==> src/cpm_pkg.sv <==
// Shared constants and types for the comparison pattern matcher.
`timescale 1ns / 1ps
`default_nettype none
package cpm_pkg;

  localparam int VALUE_WIDTH_DEF = 32;
  localparam int MAX_PATTERN_DEF = 64;
  localparam int MIN_PATTERN_DEF = 12;

  localparam int COUNT_W = 32;
  localparam int LEN_W   = 7;
  localparam int CFG_W   = 64;
  localparam int OUT_W   = 2 * COUNT_W;

  localparam logic [COUNT_W-1:0] COUNT_MAX = {COUNT_W{1'b1}};
  localparam logic [LEN_W-1:0]   LEN_RESET = 7'd12;

  // Configuration register indexes.
  localparam logic CFG_IDX_PATTERN = 1'b0;
  localparam logic CFG_IDX_LENGTH  = 1'b1;

  typedef struct packed {
    logic               hit;
    logic [COUNT_W-1:0] start;
    logic [COUNT_W-1:0] total;
  } cpm_result_t;

endpackage
`default_nettype wire

==> src/cpm_cfg.sv <==
// Configuration registers with the pattern pre-aligned to the comparison history.
`timescale 1ns / 1ps
`default_nettype none
module cpm_cfg #(
  parameter int MAX_PATTERN = cpm_pkg::MAX_PATTERN_DEF,
  parameter int MIN_PATTERN = cpm_pkg::MIN_PATTERN_DEF
) (
  input  wire logic                       clk,
  input  wire logic                       rst_n,
  input  wire logic                       cfg_valid,
  input  wire logic                       cfg_index,
  input  wire logic [cpm_pkg::CFG_W-1:0]  cfg_data,
  output logic [MAX_PATTERN-1:0]          pat_align,
  output logic [MAX_PATTERN-1:0]          pat_mask,
  output logic                            len_ok,
  output logic [cpm_pkg::LEN_W-1:0]       len
);

  localparam logic RST_OK = (int'(cpm_pkg::LEN_RESET) >= MIN_PATTERN) &&
                            (int'(cpm_pkg::LEN_RESET) <= MAX_PATTERN) &&
                            (cpm_pkg::LEN_RESET != '0);
  localparam logic [MAX_PATTERN-1:0] RST_MASK =
    RST_OK ? ({MAX_PATTERN{1'b1}} << (MAX_PATTERN - int'(cpm_pkg::LEN_RESET)))
           : {MAX_PATTERN{1'b0}};
  localparam logic [cpm_pkg::LEN_W-1:0] MAX_LEN = cpm_pkg::LEN_W'(MAX_PATTERN);
  localparam logic [cpm_pkg::LEN_W-1:0] MIN_LEN = cpm_pkg::LEN_W'(MIN_PATTERN);

  logic [MAX_PATTERN-1:0]    pat_r, pat_nxt;
  logic [cpm_pkg::LEN_W-1:0] len_r, len_nxt;
  logic [MAX_PATTERN-1:0]    align_r, align_nxt;
  logic [MAX_PATTERN-1:0]    mask_r, mask_nxt;
  logic                      ok_r, ok_nxt;
  logic [cpm_pkg::LEN_W-1:0] shift;

  always_comb begin
    pat_nxt = pat_r;
    len_nxt = len_r;
    if (cfg_valid && (cfg_index == cpm_pkg::CFG_IDX_PATTERN)) begin
      pat_nxt = cfg_data[MAX_PATTERN-1:0];
    end
    if (cfg_valid && (cfg_index == cpm_pkg::CFG_IDX_LENGTH)) begin
      len_nxt = cfg_data[cpm_pkg::LEN_W-1:0];
    end
    ok_nxt = (len_nxt >= MIN_LEN) && (len_nxt <= MAX_LEN) && (len_nxt != '0);
    // The pattern's m bits sit in the top m bits of the history.
    shift     = MAX_LEN - len_nxt;
    align_nxt = '0;
    mask_nxt  = '0;
    if (ok_nxt) begin
      align_nxt = pat_nxt << shift;
      mask_nxt  = {MAX_PATTERN{1'b1}} << shift;
    end
  end

  always_ff @(posedge clk) begin
    if (!rst_n) begin
      pat_r   <= '0;
      len_r   <= cpm_pkg::LEN_RESET;
      align_r <= '0;
      mask_r  <= RST_MASK;
      ok_r    <= RST_OK;
    end else begin
      pat_r   <= pat_nxt;
      len_r   <= len_nxt;
      align_r <= align_nxt;
      mask_r  <= mask_nxt;
      ok_r    <= ok_nxt;
    end
  end

  assign pat_align = align_r;
  assign pat_mask  = mask_r;
  assign len_ok    = ok_r;
  assign len       = len_r;

endmodule
`default_nettype wire

==> src/cpm_match.sv <==
// Per-text state and the single-pass comparison and match logic.
`timescale 1ns / 1ps
`default_nettype none
module cpm_match #(
  parameter int VALUE_WIDTH = cpm_pkg::VALUE_WIDTH_DEF,
  parameter int MAX_PATTERN = cpm_pkg::MAX_PATTERN_DEF
) (
  input  wire logic                       clk,
  input  wire logic                       rst_n,
  input  wire logic                       step,
  input  wire logic [VALUE_WIDTH-1:0]     value,
  input  wire logic                       sot,
  input  wire logic [MAX_PATTERN-1:0]     pat_align,
  input  wire logic [MAX_PATTERN-1:0]     pat_mask,
  input  wire logic                       len_ok,
  input  wire logic [cpm_pkg::LEN_W-1:0]  len,
  output cpm_pkg::cpm_result_t            res
);

  logic [VALUE_WIDTH-1:0]      prev_r;
  logic [MAX_PATTERN-1:0]      hist_r, hist_nxt, hist_base;
  logic [cpm_pkg::COUNT_W-1:0] seen_r, seen_nxt, seen_base;
  logic [cpm_pkg::COUNT_W-1:0] found_r, found_nxt, found_base, found_inc;
  logic [cpm_pkg::COUNT_W-1:0] len_ext;
  logic                        seen_sat;
  logic                        gt;
  logic                        hit;

  always_comb begin
    seen_base  = sot ? '0 : seen_r;
    found_base = sot ? '0 : found_r;
    hist_base  = sot ? '0 : hist_r;
    len_ext    = {{(cpm_pkg::COUNT_W - cpm_pkg::LEN_W){1'b0}}, len};
    gt         = $signed(prev_r) > $signed(value);
    // The first value of a text has no predecessor to compare with.
    hist_nxt   = (seen_base != '0) ? {gt, hist_base[MAX_PATTERN-1:1]} : hist_base;
    seen_sat   = (seen_base == cpm_pkg::COUNT_MAX);
    seen_nxt   = seen_sat ? seen_base : seen_base + 1'b1;
    found_inc  = (found_base == cpm_pkg::COUNT_MAX) ? found_base : found_base + 1'b1;
    // seen_base >= m is the same test as the updated count reaching m+1.
    hit        = len_ok && (seen_base >= len_ext) &&
                 (((hist_nxt ^ pat_align) & pat_mask) == '0);
    found_nxt  = hit ? found_inc : found_base;
    res.hit    = hit;
    res.start  = seen_base - len_ext - {{(cpm_pkg::COUNT_W - 1){1'b0}}, seen_sat};
    res.total  = found_inc;
  end

  always_ff @(posedge clk) begin
    if (!rst_n) begin
      prev_r  <= '0;
      hist_r  <= '0;
      seen_r  <= '0;
      found_r <= '0;
    end else if (step) begin
      prev_r  <= value;
      hist_r  <= hist_nxt;
      seen_r  <= seen_nxt;
      found_r <= found_nxt;
    end
  end

endmodule
`default_nettype wire

==> src/comparison_pattern_matcher_core.sv <==
// Datapath: an accepted item is held in the input register and, when it moves on, a
// matching item's result is loaded into the result register and offered from there.
// Throughput: one item per cycle; the input register and the result register each
// hold one item, and the input side stalls only while a result waits untaken.
// Reset: synchronous active-low rst_n clears history, counters and handshake state,
// and loads pattern 0 with length 12.
`timescale 1ns / 1ps
`default_nettype none
module comparison_pattern_matcher_core #(
  parameter int VALUE_WIDTH = cpm_pkg::VALUE_WIDTH_DEF,
  parameter int MAX_PATTERN = cpm_pkg::MAX_PATTERN_DEF,
  parameter int MIN_PATTERN = cpm_pkg::MIN_PATTERN_DEF
) (
  input  wire logic                              clk,
  input  wire logic                              rst_n,
  input  wire logic                              in_tvalid,
  output logic                                   in_tready,
  input  wire logic [((VALUE_WIDTH+7)/8)*8-1:0]  in_tdata,   // text_value
  input  wire logic                              in_tuser,   // start_of_text
  output logic                                   out_tvalid,
  input  wire logic                              out_tready,
  output logic [cpm_pkg::OUT_W-1:0]              out_tdata,  // match_total (upper), match_start (lower)
  input  wire logic                              cfg_valid,
  output logic                                   cfg_ready,
  input  wire logic                              cfg_index,
  input  wire logic [cpm_pkg::CFG_W-1:0]         cfg_data
);

  logic                      s1_valid_r, s1_valid_nxt;
  logic [VALUE_WIDTH-1:0]    s1_value_r;
  logic                      s1_sot_r;
  logic                      out_valid_r, out_valid_nxt;
  logic [cpm_pkg::OUT_W-1:0] out_data_r;
  logic                      proceed;
  logic                      in_xfer;
  logic [MAX_PATTERN-1:0]    pat_align;
  logic [MAX_PATTERN-1:0]    pat_mask;
  logic                      len_ok;
  logic [cpm_pkg::LEN_W-1:0] len;
  cpm_pkg::cpm_result_t      res;

  cpm_cfg #(
    .MAX_PATTERN(MAX_PATTERN),
    .MIN_PATTERN(MIN_PATTERN)
  ) u_cfg (
    .clk       (clk),
    .rst_n     (rst_n),
    .cfg_valid (cfg_valid),
    .cfg_index (cfg_index),
    .cfg_data  (cfg_data),
    .pat_align (pat_align),
    .pat_mask  (pat_mask),
    .len_ok    (len_ok),
    .len       (len)
  );

  cpm_match #(
    .VALUE_WIDTH(VALUE_WIDTH),
    .MAX_PATTERN(MAX_PATTERN)
  ) u_match (
    .clk       (clk),
    .rst_n     (rst_n),
    .step      (proceed),
    .value     (s1_value_r),
    .sot       (s1_sot_r),
    .pat_align (pat_align),
    .pat_mask  (pat_mask),
    .len_ok    (len_ok),
    .len       (len),
    .res       (res)
  );

  // The registered item moves on whenever the result register is free or draining.
  assign proceed   = s1_valid_r && (!out_valid_r || out_tready);
  assign in_tready = !s1_valid_r || proceed;
  assign in_xfer   = in_tvalid && in_tready;
  assign cfg_ready = 1'b1;

  always_comb begin
    s1_valid_nxt = in_xfer || (s1_valid_r && !proceed);
    if (proceed) begin
      out_valid_nxt = res.hit;
    end else if (out_tready) begin
      out_valid_nxt = 1'b0;
    end else begin
      out_valid_nxt = out_valid_r;
    end
  end

  always_ff @(posedge clk) begin
    if (!rst_n) begin
      s1_valid_r  <= 1'b0;
      out_valid_r <= 1'b0;
    end else begin
      s1_valid_r  <= s1_valid_nxt;
      out_valid_r <= out_valid_nxt;
    end
  end

  always_ff @(posedge clk) begin
    if (in_xfer) begin
      s1_value_r <= in_tdata[VALUE_WIDTH-1:0];
      s1_sot_r   <= in_tuser;
    end
    if (proceed && res.hit) begin
      out_data_r <= {res.total, res.start};
    end
  end

  assign out_tvalid = out_valid_r;
  assign out_tdata  = out_data_r;

endmodule
`default_nettype wire

==> config.mk <==
export PLATFORM = sky130hd
export DESIGN_NAME = comparison_pattern_matcher_core
export DESIGN_NICKNAME = d
export VERILOG_FILES = /design/src/cpm_pkg.sv /design/src/cpm_cfg.sv /design/src/cpm_match.sv /design/src/comparison_pattern_matcher_core.sv
export SDC_FILE = /design/constraint.sdc
export NUM_CORES = 1
export LEC_CHECK = 0
export BUFFER_PORTS_ARGS = -buffer_cell sky130_fd_sc_hd__buf_2
export CORE_ASPECT_RATIO = 1.2
export CORE_UTILIZATION = 61
export DETAILED_ROUTE_END_ITERATION = 6
export PLACE_DENSITY_LB_ADDON = 0.2
export SLEW_MARGIN = 40
export SYNTH_ARGS = -nofsm -noshare
export SYNTH_HDL_FRONTEND = slang
export SYNTH_SLANG_ARGS = --single-unit
==> constraint.sdc <==
create_clock -name clk -period 11.2 [get_ports clk]
set_input_delay 0.56 -clock clk [delete_from_list [all_inputs] [get_ports clk]]
set_output_delay 0.56 -clock clk [all_outputs]
set_load 0.005 [all_outputs]
==> results.ini <==
[routing]
vias=19563
wl_per_cell_um=19.8
routed_via_density=6.05
drc_errors=0
drt_iter0_drc=1693
ant_nets=0
wl_um=63900
drt_pre_antenna_iters=5

[clocking]
h-tree-depth=2
root_buffer=clkbuf_16
hold_buffers=0
cts_setup_buffers=0
cts_buffers=46
cts_resized=0
cts_sinks=459
clk_pin_slew_ns=0.06
cts_buffer_depth=3
cts_tree=yes
clk-insertion-delay-late_ns=0.59

[worst_hold_path]
hp-class=input pin to register

[layout]
final_cells=3232
antenna_cells=0
multi_input_area_um2=12500
final_cell_mix=dfxtp_1, nor2_1, mux2i_1
nets=2877
register_area_um2=10200
mostFrequentLayoutCell=dfxtp_1
syn_to_final_growth_pct=11.4
fillCellCount=3045
drive_above_1_share=0.114

[global_routing]
grt.total_usage=0.321
antenna_found_initial=1
grt_pass1_vias=19033
grt_pass1_wl_um=100000
grt-ovfl-total=0
grt_max_degree=112

[placed_design]
pre_cts_slack_ns=4.41
io_buffers=168
dpl.hpwl_um=45000
dp_cells=3147
gp_congestion=0.960

[synth]
synth_edf_count=97
synth.avg_cell_area_um2=8.96
synth_top_area_frac=0.307
synthCells=2637
yosys_warnings=0
ys_types=80
syn_area_um2=23600
synth_ff_type=dfxtp_1
synth-async-reset-ratio=0
synth_fp_nets=2799
synth-seq-cells=459
synth-seq-area-share=0.430
yosys.area.top_type=dfxtp_1
yosys-top-cells-area=dfxtp_1, mux2i_1, edfxtp_1, nor2_1, nand2_1

[power_and_ir_drop]
swShare=0.279
seqPwrFrac=0.444
irDropWorstVdd_mv=0.132
power.switching_mw=1.11
internal_power_mw=2.87
clkPwrFrac=0.395
p_comb_frac=0.160
power_density_nw_per_um2=151
cellLeakagePower_nw=11.7

[floorplanning]
fp-row-count=78
die_y_um=218
fp.coreArea_um2=38000
fp.dieW_um=182
io_pins=170
initial_utilization=0.622
dieArea_um2=39500

[sta]
final.setup_skew_ns=0.0191
rsz0062_at_grt=false
setup_violations=0
tightest_slew_ns=0.813
slew_headroom=0.458
slew_viol_final=0
fin_crit_sh=0.614
period_minus_slack_ns=6.88
setup_tns_ns=0
fin_ws_ns=4.32
fin_hold_ws_ns=0.152
fmax_ghz=0.145
hold_viol=0

[worst_setup_path]
critPathRequiredTime_ns=11.52
crit_arrival_ns=7.20
critPathMaxFanout=52
cp-end-kind=register
start_kind=register
worstSetupPathType=register to register

[outcome]
status=completed

[job]
cap_viol_max_count=0

-- cells in the mapped netlist (6+ instances only) --
cell       instances
edfxtp_1          97
ha_1              57
nand3_1           58
a31oi_1           18
and2_1            19
o2bb2ai_1          7
or3_1              6
o311ai_0           7
nand2_1          323
o211ai_1          10
xor2_1            71
a2bb2o_1          11
mux2i_1          334
nand4_1           33
xnor2_1           51
mux2_2             7
buf_1             33
o22ai_1           10
o21ai_0           82
dfxtp_1          362
and3_1            18
a311oi_1          10
nand2b_1          23
a21oi_1          121
nor2b_1           32
nor3_1            34
inv_1            103
nor2_1           358
clkbuf_1         117
a21o_1             9
a211oi_1           6
nor4_1             8
or4_1             13
a22oi_1           91
-- area by class of cell --
| class | instances | area share |
|---|---|---|
| clock inverters | 20 | 0.00675 |
| clock buffers | 65 | 0.0523 |
| flip-flops and latches | 459 | 0.386 |
| repair buffers | 193 | 0.0406 |
| multi-input cells | 1911 | 0.476 |
| inverters | 104 | 0.0151 |
| well taps | 480 | 0.0228 |
-- sequential cells by signal, summed over array words and instances, names as in the netlist, 7 cells and up --
name	cells
u_match.prev_r	32
u_match.hist_r	64
u_match.found_r	32
u_cfg.len	7
s1_value_r	32
u_cfg.pat_align	64
u_match.seen_r	32
u_cfg.pat_mask	64
out_tdata	64
u_cfg.pat_r	64
-- final timing paths --
kind / start / end / slack, ns / depth (start not counted)
hold reg to reg: u_match.prev_r[8] / u_match.prev_r[8] / 0.46 / 2
setup / recovery: s1_sot_r / out_tdata[22] / 4.32 / 23
setup reg to reg: s1_sot_r / out_tdata[22] / 4.32 / 23
hold / removal: in_tdata[10] / s1_value_r[10] / 0.15 / 1
-- metrics by stage --
| stage | area (µm²) | total power, mW | utilization |
|---|---|---|---|
| 6_report | 26300 | 3.98 | 0.693 |
| 5_1_grt | 26300 | 4.11 | 0.693 |
| 3_5_place_dp | 24700 | 2.43 | 0.652 |
| 4_1_cts | 26300 | 3.99 | 0.693 |
| 2_1_floorplan | 23600 | 2.24 | - |
| 3_3_place_gp | 24700 | 2.42 | 0.650 |
-- power by group through the flow --
stage	clock, mW	combinational, mW	sequential, mW
6_report	1.57	0.639	1.77
5_1_grt	1.66	0.687	1.77
4_1_cts	1.59	0.628	1.77
3_5_place_dp	0	0.624	1.80
3_3_place_gp	0	0.614	1.80
2_1_floorplan	0	0.448	1.79
-- critical path, cell delays in order (launching register included) --
cell and delay [ns]:
edfxtp_1 0.37, buf_4 0.33, inv_2 0.10, buf_4 0.42
nand2_1 0.19, inv_1 0.16, ha_1 0.18, nand4b_1 0.13
or4_1 0.40, or4_1 0.43, nor3_1 0.30, inv_1 0.13
fa_1 0.45, fa_1 0.46, nand2b_1 0.17, a21oi_1 0.23
o21ai_0 0.12, a21oi_1 0.23, o21bai_1 0.10, a21oi_1 0.51
nand2_1 0.32, or2_2 0.43, o311ai_0 0.34, nand2_1 0.09
-- logic make-up (layout without fill, tap and decap cells) --
group	count (synthesis)	count (layout)	share of synthesized area
muxes	343	343	0.147
and+or+nand+nor	965	965	0.184
adders and majority gates	59	59	0.0319
DFF	459	459	0.430
buffers and inverters	267	382	0.0463
AOI/OAI and AO/OA	421	421	0.115
xor gates and xnor gates	122	122	0.0452
other	1	1	0.000159
-- per-layer routing --
metal | GRT usage | share of wire | vias up | routed length (µm)
met5 | 0 | 0 | - | 0
met4 | 0.172 | 0.052 | 0 | 3300
met3 | 0.0446 | 0.054 | 172 | 3480
met2 | 0.562 | 0.49 | 736 | 31500
met1 | 0.382 | 0.40 | 9277 | 25600
li1 | - | - | 9378 | -
Power figures use the tool's default switching activity.
